==> src/hw/rtl/rau_pkg.sv <==
package rau_pkg;

   typedef enum logic [1:0] {
      CMD_ADD = 2'd0,
      CMD_SUB = 2'd1,
      CMD_MUL = 2'd2,
      CMD_DIV = 2'd3
   } cmd_type;

   typedef enum logic [1:0] {
      ST_OK       = 2'd0,
      ST_DIV_ZERO = 2'd1,
      ST_OVERFLOW = 2'd2
   } status_type;

   typedef struct packed {
      logic [1:0]         command;
      logic signed [31:0] a_num;
      logic signed [31:0] a_den;
      logic signed [31:0] b_num;
      logic signed [31:0] b_den;
   } req_type;

   typedef struct packed {
      logic signed [63:0] result_num;
      logic [62:0]        result_den;
      logic [1:0]         status;
   } rsp_type;

   // operation for the shared divider
   typedef struct packed {
      logic        start;
      logic [63:0] dividend;
      logic [63:0] divisor;
   } div_cmd_type;

   typedef struct packed {
      logic        done;
      logic [63:0] quotient;
      logic [63:0] remainder;
   } div_rsp_type;

   typedef enum logic [4:0] {
      S_IDLE,
      S_CHECK,
      S_G1_DIV,
      S_G1_WAIT,
      S_L_DIV,
      S_L_WAIT,
      S_L_MUL,
      S_TA_DIV,
      S_TA_WAIT,
      S_TA_MUL,
      S_TB_DIV,
      S_TB_WAIT,
      S_TB_MUL,
      S_COMBINE,
      S_MD_MUL1,
      S_MD_MUL2,
      S_G2_DIV,
      S_G2_WAIT,
      S_RN_DIV,
      S_RN_WAIT,
      S_RD_DIV,
      S_RD_WAIT,
      S_FINISH
   } state_type;

endpackage

==> src/hw/rtl/rau_divider.sv <==
module rau_divider (
   input  logic                 clock,
   input  logic                 reset,
   input  rau_pkg::div_cmd_type div_cmd,
   output rau_pkg::div_rsp_type div_rsp
);
   import rau_pkg::*;

   logic [63:0] quo_ff, quo_in;
   logic [63:0] rem_ff, rem_in;
   logic [63:0] dsr_ff, dsr_in;
   logic [6:0]  cnt_ff, cnt_in;
   logic        busy_ff, busy_in;
   logic        done_ff, done_in;
   logic [64:0] trial;
   logic [64:0] shifted;

   // one quotient bit per cycle, restoring
   always_comb begin
      quo_in  = quo_ff;
      rem_in  = rem_ff;
      dsr_in  = dsr_ff;
      cnt_in  = cnt_ff;
      busy_in = busy_ff;
      done_in = 1'b0;
      shifted = {rem_ff, quo_ff[63]};
      trial   = shifted - {1'b0, dsr_ff};
      if (div_cmd.start) begin
         quo_in  = div_cmd.dividend;
         rem_in  = '0;
         dsr_in  = div_cmd.divisor;
         cnt_in  = 7'd64;
         busy_in = 1'b1;
      end else if (busy_ff) begin
         if (!trial[64]) begin
            rem_in = trial[63:0];
         end else begin
            rem_in = shifted[63:0];
         end
         quo_in = {quo_ff[62:0], ~trial[64]};
         cnt_in = cnt_ff - 7'd1;
         if (cnt_ff == 7'd1) begin
            busy_in = 1'b0;
            done_in = 1'b1;
         end
      end
   end

   always_ff @(posedge clock) begin
      if (reset) begin
         busy_ff <= 1'b0;
         done_ff <= 1'b0;
         cnt_ff  <= '0;
      end else begin
         busy_ff <= busy_in;
         done_ff <= done_in;
         cnt_ff  <= cnt_in;
      end
      quo_ff <= quo_in;
      rem_ff <= rem_in;
      dsr_ff <= dsr_in;
   end

   assign div_rsp.done      = done_ff;
   assign div_rsp.quotient  = quo_ff;
   assign div_rsp.remainder = rem_ff;

   a_done_after_busy: assert property (@(posedge clock) disable iff (reset)
      done_ff |-> !busy_ff) else $error("divider done while busy");
   a_cnt_zero_idle: assert property (@(posedge clock) disable iff (reset)
      (!busy_ff && !div_cmd.start) |=> !busy_ff) else $error("divider woke");
   a_start_busy: assert property (@(posedge clock) disable iff (reset)
      div_cmd.start |=> busy_ff) else $error("divider did not start");

endmodule

==> src/hw/rtl/rational_arithmetic_unit_top.sv <==
// Rational arithmetic unit: a/b op c/d with gcd reduction.
//
// Input: pulse start with req carrying command and four operands; the item
// transfers at a clock edge where start is high and busy is low. busy drops
// in the cycle in which rsp_valid is high.
// Output: rsp_valid is high for exactly one cycle with rsp holding the
// reduced fraction and status; the receiver cannot stall, so it must take
// the transfer in that cycle.
// Resources: all division, remainder and gcd work runs on one shared radix-2
// divider; each use issues the operation, runs one bit step per quotient bit
// and takes the result. Multiplies use a single 32x32 multiplier, one
// product per cycle. Add and subtract need one use per Euclid step of
// gcd(den) (at most 45), lcm, two scalings, one use per Euclid step of the
// final gcd (at most 91) and two reductions. Multiply and divide skip the
// first gcd, the lcm and the scalings. Throughput is one item at a time; a
// new start can transfer at the edge that ends the rsp_valid cycle.
// Error results (zero denominator, divide by zero fraction) are decided in
// S_CHECK, the state after the transfer, and registered; overflow is decided
// in S_FINISH after reduction. Both carry num and den zero.
// Reset: synchronous, active high; returns to idle, any item is dropped.
module rational_arithmetic_unit_top #(
   parameter int OPERAND_WIDTH = 32
) (
   input  logic             clock,
   input  logic             reset,
   input  logic             start,
   output logic             busy,
   input  rau_pkg::req_type req_data,
   output logic             rsp_valid,
   output rau_pkg::rsp_type rsp_data
);
   import rau_pkg::*;

   state_type   state_ff, state_in;
   logic [1:0]  cmd_ff, cmd_in;
   logic [31:0] an_ff, an_in, ad_ff, ad_in, bn_ff, bn_in, bd_ff, bd_in;
   logic        aneg_ff, aneg_in, bneg_ff, bneg_in, rneg_ff, rneg_in;
   logic [63:0] x_ff, x_in, y_ff, y_in;     // gcd operands
   logic [63:0] num_ff, num_in, den_ff, den_in;
   logic [63:0] l_ff, l_in, ta_ff, ta_in, q_ff, q_in;
   logic        vld_ff, vld_in;
   rsp_type     rsp_ff, rsp_in;
   div_cmd_type div_cmd;
   div_rsp_type div_rsp;
   logic [31:0] mul_a;
   logic [31:0] mul_b;
   logic [63:0] prod;

   // sign-extend from OPERAND_WIDTH and take magnitude
   function automatic logic [32:0] take(input logic [31:0] raw);
      logic [31:0] v;
      logic        n;
      logic [32:0] res;
      v = raw << (32 - OPERAND_WIDTH);
      v = $signed(v) >>> (32 - OPERAND_WIDTH);
      n = v[31];
      res = {n, n ? (32'd0 - v) : v};
      return res;
   endfunction

   rau_divider u_div (
      .clock  (clock),
      .reset  (reset),
      .div_cmd(div_cmd),
      .div_rsp(div_rsp)
   );

   // shared multiplier: 32 x 32 bits; every factor fits in 32 bits
   assign prod = mul_a * mul_b;

   always_comb begin
      logic [32:0] t_an, t_ad, t_bn, t_bd;
      state_in = state_ff;
      cmd_in = cmd_ff;
      an_in = an_ff; ad_in = ad_ff; bn_in = bn_ff; bd_in = bd_ff;
      aneg_in = aneg_ff; bneg_in = bneg_ff; rneg_in = rneg_ff;
      x_in = x_ff; y_in = y_ff;
      num_in = num_ff; den_in = den_ff;
      l_in = l_ff; ta_in = ta_ff; q_in = q_ff;
      vld_in = 1'b0;
      rsp_in = rsp_ff;
      div_cmd = '0;
      mul_a = '0;
      mul_b = '0;
      t_an = take(req_data.a_num);
      t_ad = take(req_data.a_den);
      t_bn = take(req_data.b_num);
      t_bd = take(req_data.b_den);
      case (state_ff)
         S_IDLE: begin
            if (start) begin
               cmd_in = req_data.command;
               an_in = t_an[31:0]; ad_in = t_ad[31:0];
               bn_in = t_bn[31:0]; bd_in = t_bd[31:0];
               aneg_in = (t_an[32] != t_ad[32]) && (t_an[31:0] != '0);
               bneg_in = (t_bn[32] != t_bd[32]) && (t_bn[31:0] != '0);
               state_in = S_CHECK;
            end
         end
         S_CHECK: begin
            if (ad_ff == '0 || bd_ff == '0 ||
                  (cmd_ff == CMD_DIV && bn_ff == '0)) begin
               rsp_in = '{result_num: '0, result_den: '0, status: ST_DIV_ZERO};
               vld_in = 1'b1;
               state_in = S_IDLE;
            end else if (cmd_ff == CMD_ADD || cmd_ff == CMD_SUB) begin
               if (cmd_ff == CMD_SUB && bn_ff != '0) bneg_in = !bneg_ff;
               x_in = {32'd0, ad_ff};
               y_in = {32'd0, bd_ff};
               state_in = S_G1_DIV;
            end else begin
               rneg_in = aneg_ff != bneg_ff;
               state_in = S_MD_MUL1;
            end
         end
         // Euclid step: x, y <- y, x mod y
         S_G1_DIV, S_G2_DIV: begin
            if (y_ff == '0) begin
               state_in = (state_ff == S_G1_DIV) ? S_L_DIV : S_RN_DIV;
            end else begin
               div_cmd = '{start: 1'b1, dividend: x_ff, divisor: y_ff};
               state_in = (state_ff == S_G1_DIV) ? S_G1_WAIT : S_G2_WAIT;
            end
         end
         S_G1_WAIT, S_G2_WAIT: begin
            if (div_rsp.done) begin
               x_in = y_ff;
               y_in = div_rsp.remainder;
               state_in = (state_ff == S_G1_WAIT) ? S_G1_DIV : S_G2_DIV;
            end
         end
         S_L_DIV: begin
            div_cmd = '{start: 1'b1, dividend: {32'd0, ad_ff}, divisor: x_ff};
            state_in = S_L_WAIT;
         end
         S_L_WAIT: if (div_rsp.done) begin
            q_in = div_rsp.quotient;
            state_in = S_L_MUL;
         end
         S_L_MUL: begin
            mul_a = q_ff[31:0]; mul_b = bd_ff;
            l_in = prod;
            state_in = S_TA_DIV;
         end
         S_TA_DIV: begin
            div_cmd = '{start: 1'b1, dividend: l_ff, divisor: {32'd0, ad_ff}};
            state_in = S_TA_WAIT;
         end
         S_TA_WAIT: if (div_rsp.done) begin
            q_in = div_rsp.quotient;
            state_in = S_TA_MUL;
         end
         S_TA_MUL: begin
            mul_a = q_ff[31:0]; mul_b = an_ff;
            ta_in = prod;
            state_in = S_TB_DIV;
         end
         S_TB_DIV: begin
            div_cmd = '{start: 1'b1, dividend: l_ff, divisor: {32'd0, bd_ff}};
            state_in = S_TB_WAIT;
         end
         S_TB_WAIT: if (div_rsp.done) begin
            q_in = div_rsp.quotient;
            state_in = S_TB_MUL;
         end
         S_TB_MUL: begin
            mul_a = q_ff[31:0]; mul_b = bn_ff;
            q_in = prod;   // hold tb
            state_in = S_COMBINE;
         end
         S_COMBINE: begin
            den_in = l_ff;
            if (aneg_ff == bneg_ff) begin
               num_in = ta_ff + q_ff; rneg_in = aneg_ff;
            end else if (ta_ff >= q_ff) begin
               num_in = ta_ff - q_ff; rneg_in = aneg_ff;
            end else begin
               num_in = q_ff - ta_ff; rneg_in = bneg_ff;
            end
            state_in = S_G2_DIV;
            x_in = num_in;
            y_in = l_ff;
         end
         S_MD_MUL1: begin
            mul_a = an_ff;
            mul_b = (cmd_ff == CMD_MUL) ? bn_ff : bd_ff;
            num_in = prod;
            state_in = S_MD_MUL2;
         end
         S_MD_MUL2: begin
            mul_a = ad_ff;
            mul_b = (cmd_ff == CMD_MUL) ? bd_ff : bn_ff;
            den_in = prod;
            x_in = num_ff;
            y_in = prod;
            state_in = S_G2_DIV;
         end
         S_RN_DIV: begin
            div_cmd = '{start: 1'b1, dividend: num_ff, divisor: x_ff};
            state_in = S_RN_WAIT;
         end
         S_RN_WAIT: if (div_rsp.done) begin
            num_in = div_rsp.quotient;
            state_in = S_RD_DIV;
         end
         S_RD_DIV: begin
            div_cmd = '{start: 1'b1, dividend: den_ff, divisor: x_ff};
            state_in = S_RD_WAIT;
         end
         S_RD_WAIT: if (div_rsp.done) begin
            den_in = div_rsp.quotient;
            state_in = S_FINISH;
         end
         S_FINISH: begin
            vld_in = 1'b1;
            state_in = S_IDLE;
            if (den_ff[63] || (rneg_ff && num_ff != '0 ? num_ff > 64'h8000_0000_0000_0000
                  : num_ff[63])) begin
               rsp_in = '{result_num: '0, result_den: '0, status: ST_OVERFLOW};
            end else begin
               rsp_in.result_num = (rneg_ff && num_ff != '0) ? (64'd0 - num_ff) : num_ff;
               rsp_in.result_den = den_ff[62:0];
               rsp_in.status = ST_OK;
            end
         end
         default: state_in = S_IDLE;
      endcase
   end

   always_ff @(posedge clock) begin
      if (reset) begin
         state_ff <= S_IDLE;
         vld_ff <= 1'b0;
      end else begin
         state_ff <= state_in;
         vld_ff <= vld_in;
      end
      cmd_ff <= cmd_in;
      an_ff <= an_in; ad_ff <= ad_in; bn_ff <= bn_in; bd_ff <= bd_in;
      aneg_ff <= aneg_in; bneg_ff <= bneg_in; rneg_ff <= rneg_in;
      x_ff <= x_in; y_ff <= y_in;
      num_ff <= num_in; den_ff <= den_in;
      l_ff <= l_in; ta_ff <= ta_in; q_ff <= q_in;
      rsp_ff <= rsp_in;
   end

   assign busy = (state_ff != S_IDLE);
   assign rsp_valid = vld_ff;
   assign rsp_data = rsp_ff;

   a_valid_pulse: assert property (@(posedge clock) disable iff (reset)
      rsp_valid |=> !rsp_valid) else $error("result shown twice");
   a_idle_after_rsp: assert property (@(posedge clock) disable iff (reset)
      rsp_valid |-> !busy) else $error("busy while showing result");
   a_ok_den: assert property (@(posedge clock) disable iff (reset)
      (rsp_valid && rsp_data.status == ST_OK) |-> rsp_data.result_den != '0)
      else $error("zero denominator with ok status");

endmodule
==> config.mk <==
export PLATFORM = sky130hd
export DESIGN_NAME = rational_arithmetic_unit_top
export DESIGN_NICKNAME = d
export VERILOG_FILES = /design/src/hw/rtl/rau_pkg.sv /design/src/hw/rtl/rau_divider.sv /design/src/hw/rtl/rational_arithmetic_unit_top.sv
export SDC_FILE = /design/constraint.sdc
export NUM_CORES = 2
export LEC_CHECK = 0
export BUFFER_PORTS_ARGS = -buffer_cell sky130_fd_sc_hd__buf_2
export CAP_MARGIN = 30
export CORE_MARGIN = 2
export CORE_UTILIZATION = 40
export CTS_CLUSTER_SIZE = 30
export DETAILED_ROUTE_END_ITERATION = 12
export SLEW_MARGIN = 5
export SYNTH_ARGS = -nofsm -noshare
export SYNTH_HDL_FRONTEND = slang
export SYNTH_SLANG_ARGS = --single-unit
==> constraint.sdc <==
create_clock -name clock -period 15.29 [get_ports clock]
set_clock_uncertainty 0.2 [all_clocks]
set_input_delay 1.529 -clock clock [delete_from_list [all_inputs] [get_ports clock]]
set_output_delay 1.529 -clock clock [all_outputs]
set_load 0.01 [all_outputs]
**After elaboration in Yosys (flattened, before gate mapping)**

Index checks and enable logic that the tools add are counted.
Widths: inputs -> output; s select.

- Register bits: 917
- Word-level logic and storage cells: 196
- Output and inout port bits: 131
- Input port bits: 133

- Equality and inequality tests: 43
- Multiplexer cells: 64
- Reductions and logical operators: 45
- Bitwise logic cells: 2
- $add $sub $neg: 10
- Order comparisons: 2
- Multipliers: 1

Operators by type and width:

| operator | number |
|---|---|
| $mux 64 | 13 |
| $pmux 129 s6 | 1 |
| $pmux 64 s4 | 2 |
| $mux 129 | 3 |
| $pmux 64 s3 | 2 |
| $pmux 129 s2 | 1 |
| $pmux 32 s5 | 1 |
| $mux 32 | 4 |
| $pmux 64 s2 | 1 |
| $sub 1x32->32 const A | 4 |
| $sub 64x64->64 | 2 |
| $logic_not 32->1 | 3 |
| $pmux 32 s3 | 1 |
| $reduce_bool 32->1 | 3 |
| $pmux 5 s19 | 1 |
| $sub 65x64->65 | 1 |
| $add 64x64->64 | 1 |
| $ge 64x64->1 | 1 |
| $gt 64x64->1 const B | 1 |
| $logic_not 64->1 | 1 |
| $mul 32x32->64 | 1 |
| $reduce_bool 64->1 | 1 |
| $sub 1x64->64 const A | 1 |
| $mux 31 | 2 |
| 35 further kinds | 115 |

**Logic depth before layout (Yosys ltp)**

- Word-level depth: 6
- Gate-level depth with buffers: 44
- Depth with buffers taken out: 38

**Modules after synthesis**

Synthesis repeated with hierarchy kept, for this count alone.

- Cells, all modules: 9942
- Area total of the unflattened synthesis: 91701.7 µm²

Modules (own cells, without submodules):

| module | seq. area each (µm²) | instances | cells each | area each (µm²) |
|---|---|---|---|---|
| rational_arithmetic_unit_top | 21440.6 | 1 | 8751 | 79690.2 |
| rau_divider | 5305.1 | 1 | 1191 | 12011.5 |

**Worst setup path before layout**

OpenSTA, ideal clock, no wires.

- Path type: register to register
- Start point: register state_ff[3]
- End point: register den_ff[60], data pin
- Path buffers: 4
- Clock period less this slack: 12163 ps
- Arrival: 11702 ps
- Data required time: 14829 ps
- Cell stages (with the launch flop): 38
- Path slack: 3127 ps
- Library setup time: 261 ps
- Path through: dfxtp_1 > clkbuf_1 > inv_1 > nor2_1 > nand2_1 > nor3_1 > clkbuf_1 > clkbuf_1 > a22oi_1 > nand2_1 > clkbuf_1 > nand2_1 > fa_1 > inv_1 > fa_1 > inv_1 > fa_1 > fa_1 > (+2 left out) > fa_1 > fa_1 > inv_1 > fa_1 > inv_1 > ha_1 > a21o_1 > a21o_1 > a221oi_1 > o21ai_0 > a2111oi_0 > a31oi_1 > a311oi_1 > or3_1 > a31oi_1 > xnor2_1 > nor2_1 > a221o_1

- Word-level cells in the longest chain between the ends: 5
- Elaborated cells on any way between the ends: 12
- Those cells by class: 1 x mul; 7 x eq/ne; 3 x mux; 1 x reduce/logical

RTL lines:

| what | RTL line | text |
|---|---|---|
| start: declaration | rational_arithmetic_unit_top.sv:34 | `state_type state_ff, state_in;` |
| start signal: assignment | rational_arithmetic_unit_top.sv:235 | `state_ff <= state_in;` |
| $eq 5x4->1 / $eq 5x3->1 (equally long branches) | rational_arithmetic_unit_top.sv:89 | `case (state_ff)` |
| $reduce_or 3->1 (no source line) | n/a |  |
| $pmux 32 s3 | rational_arithmetic_unit_top.sv:89 |  |
| $mul 32x32->64 | rational_arithmetic_unit_top.sv:69 | `assign prod = mul_a * mul_b;` |
| $pmux 64 s3 (*) | rational_arithmetic_unit_top.sv:89 |  |
| via den_in[60] | rational_arithmetic_unit_top.sv:39 | `logic [63:0] num_ff, num_in, den_ff, den_in;` |
| end signal: assignment | rational_arithmetic_unit_top.sv:242 | `num_ff <= num_in; den_ff <= den_in;` |
| end: declaration | rational_arithmetic_unit_top.sv:39 |  |

Mark *: on every way through the listed nets, which the timed path passes. The rest lies on a longest branch.
A chain may end at the register's enable or synchronous reset.

**Final worst setup path**

- Start point: register state_ff[3]
- End point: register y_ff[60], data pin

- Word-level cells in the longest chain between the ends: 5
- Elaborated cells on any way between the ends: 15
- Those cells by class: 1 x mul; 9 x eq/ne; 3 x mux; 2 x reduce/logical

RTL lines:

| what | RTL line | text |
|---|---|---|
| $eq 5x4->1 / $eq 5x3->1 (equally long branches) | rational_arithmetic_unit_top.sv:89 |  |
| $reduce_or 3->1 (no source line) | n/a |  |
| $pmux 32 s3 | rational_arithmetic_unit_top.sv:89 |  |
| $mul 32x32->64 | rational_arithmetic_unit_top.sv:69 |  |
| $pmux 64 s4 (*) | rational_arithmetic_unit_top.sv:89 |  |
| via y_in[60] | rational_arithmetic_unit_top.sv:38 | `logic [63:0] x_ff, x_in, y_ff, y_in;` |
| end signal: assignment | rational_arithmetic_unit_top.sv:241 | `x_ff <= x_in; y_ff <= y_in;` |
| end: declaration | rational_arithmetic_unit_top.sv:38 |  |

Marked as above.

==> results.toml <==
[sta]
slew_headroom_pct = 21.6
setup_viol = 0
max_freq_mhz = 74.6
final.period_utilization_pct = 87.7
final.setup.tns_ps = 0
slew_viol_final = 0
rsz0062_at_grt = "no"
finalHoldViolations = 0
max_slew.worst_pin.slew_ps = 1180
fin_crit_ps = 13400

[global_routing]
grt_overflow = 0
grt_pass1_vias = 77900
grt_max_degree = 97
grtUsageTotal_pct = 33.2
antenna_found_initial = 19
grt_pass1_wl_um = 558000

[routing]
wl_per_cell_um = 30.2
ant_nets = 0
first_pass_iters = 8
drcViolationCount = 0
vias_per_cell = 6.17
vias = 80600
wl_um = 395000
drt_iter0_markers = 11600

[placed_design]
gp_congestion = 1.00
port_buffers = 263
dp_hpwl_um = 304000

[logic_synthesis]
syn_area_per_cell_sq_um = 9.09
ys_dominant_reg_cell = "edfxtp_1"
synth_warnings = 0
synth_cells = 9995
synthArstFlopShare_pct = 0
syn-num-nets = 11600
synth_edf_count = 838
ys_ff_latch = 917
seq_area_frac_synth_pct = 29.4
ys_types = 91
mappedNetlistArea_sq_um = 90900

[critical_path]
reg2regPathDepth = 32
path_max_fanout = 49
slowest_delay_ps = 820
crit_top_cell = "fa_1"
reg2reg_from = "state_ff[3]"
path_class = "reg -> reg"
rr_endpoint = "y_ff[60]"
worstPathRequired_ps = 15580
cp-end-kind = "register"
crit_slowest_cell = "nand2_1"
worstSetupStartpointType = "register"
r2r_setup_slack_ps = 1890
crit_arrival_ps = 13690

[min_path]
holdPathEnd = "u_div.cnt_ff[1]"
hold_class = "reg -> reg"
min_from = "u_div.cnt_ff[1]"
holdPathStages = 2

[cells_and_area]
largest_reg_flops = 129
areaGrowthSynthToFinish_pct = 9.35
drive_gt1_share_pct = 7.56
final_core_util_pct = 44.1
nNetsFinal = 11500

[power]
power_mw = 11.4
vdd_ir_drop_max_uv = 157
powerDensity_nw_per_um2 = 115
leakage_nw = 42.0

[floorplanning]
die_height_um = 481
ios = 264
core_area_sq_um = 225000
rows = 174
fp.dieW_um = 481
initial_core_util_pct = 40.3
dieArea_sq_um = 231000

[cts]
h-tree-depth = 3
path_clk_slew_ps = 70
cts_resized = 0
cts_root_buffer = "clkbuf_16"
cts.sinks = 917
cts_tree = "done"
cts_inserted_buffers = 100
cts_setup_buffers = 0
postCtsHoldBufs = 0
clockBufferDepth = 3
clock_latency_ps = 770

[outcome]
outcome = "complete, no violations"

[run]
max-cap-violations = 0
## synth_stat cells (all sizes together), types with 69 or more instances
library cell / number / area (sq um)
nand3: 191 / 956
and2: 139 / 870
nor2: 1087 / 4080
xnor2: 279 / 2440
dfxtp: 79 / 1580
nand2: 1134 / 4260
edfxtp: 838 / 25200
a222oi: 144 / 1440
a21o: 112 / 841
clkbuf: 557 / 2090
o21ai: 478 / 2390
a31oi: 76 / 475
fa: 900 / 18000
inv: 1301 / 4880
ha: 525 / 6570
nor3: 103 / 521
a22oi: 198 / 1490
a211oi: 79 / 593
nor4: 88 / 551
o31ai: 80 / 601
or3: 69 / 454
a21oi: 522 / 2620
nand4: 126 / 788
xor2: 116 / 1020
## area by class of cell
type	instances	area, sq um
inverters	1308	4910
flip-flops and latches	917	26700
multi-input cells	7170	57300
clock inverters	68	950
fillers	22000	126000
repair buffers	468	3090
diodes	20	50.0
clock buffers	120	2610
well taps	2992	3740
## logic make-up after synthesis
| family | Yosys count | synth area share [%] |
|---|---|---|
| muxes | 67 | 0.792 |
| xor gates and xnor gates | 395 | 3.81 |
| AOI/OAI and AO/OA | 2131 | 15.6 |
| and+or+nand+nor | 3151 | 15.3 |
| DFF | 917 | 29.4 |
| buffers and inverters | 1908 | 7.91 |
| adders and majority gates | 1426 | 27.1 |
## how the worst max path moves through the flow
stage | start | end | slack (ps) | cells past startpoint
after detailed placement | state_ff[3] | y_ff[60] | 2200 | 36
final | state_ff[3] | y_ff[60] | 1890 | 32
after floorplan | state_ff[3] | den_ff[60] | 3130 | 37
after global routing | state_ff[3] | y_ff[60] | 1540 | 36
after CTS | state_ff[3] | den_ff[60] | 2140 | 36
after global placement | state_ff[3] | y_ff[60] | 2310 | 36
## routing by layer
| layer | wire, um | global-route usage [%] | vias up |
|---|---|---|---|
| met5 | 12 | 0.104 | - |
| met4 | 19200 | 14.0 | 2 |
| met3 | 45000 | 7.81 | 739 |
| met2 | 171000 | 49.8 | 5092 |
| met1 | 160000 | 45.9 | 40600 |
| li1 | - | - | 34100 |
## critical path: cells and delay by family, from the launching register on
kind | cells | cell delay, ps
simple gates | 7 | 2070
buf+inv | 5 | 1880
flops | 1 | 760
compound gates | 11 | 3320
xor+xnor | 1 | 690
fa+ha+maj | 8 | 4150
## layout by cell type, fill, tap and decap left out, types with 25 or more instances in the layout
cell	netlist	routed
and3_1	27	25
xnor2_1	279	277
a222oi_1	144	144
nand3_1	191	186
o21bai_1	62	62
o21ai_0	477	475
clkbuf_16	0	101
mux2_2	35	35
o31ai_1	80	78
nor2_1	1087	1073
buf_4	0	186
a211oi_1	79	79
nor2b_1	47	46
or3_1	63	62
xor2_1	116	114
a221o_1	64	64
nor3_1	102	96
o21a_1	44	43
edfxtp_1	838	838
a22oi_1	198	198
o211ai_1	40	40
and2_1	136	130
nor4_1	88	87
buf_2	4	265
fa_1	900	900
a22o_1	37	37
inv_1	1301	1301
a21oi_1	521	520
nand2_1	1134	1133
a31oi_1	76	76
a221oi_1	25	25
a21o_1	112	112
mux2i_1	31	31
nand2b_1	57	55
nand4_1	126	126
dfxtp_1	79	78
ha_1	525	525
## power breakdown
part | total, mW | switching [mW] | internal, mW | leakage (nW)
combinational | 4.34 | 2.95 | 1.40 | 31.3
sequential | 4.37 | 0.850 | 3.52 | 8.92
clock | 2.67 | 1.13 | 1.54 | 1.71
## per-stage QoR
step	instance area, sq um	hold slack [ps]	setup WS (ps)	cells
2_1_floorplan	90900	269	3130	9995
3_3_place_gp	95300	289	2310	12800
3_5_place_dp	95600	293	2200	12800
4_1_cts	99200	303	2140	13000
5_1_grt	99300	319	1540	13000
6_report	99400	307	1890	13100
Note: power is estimated with default switching activity, not from simulation.
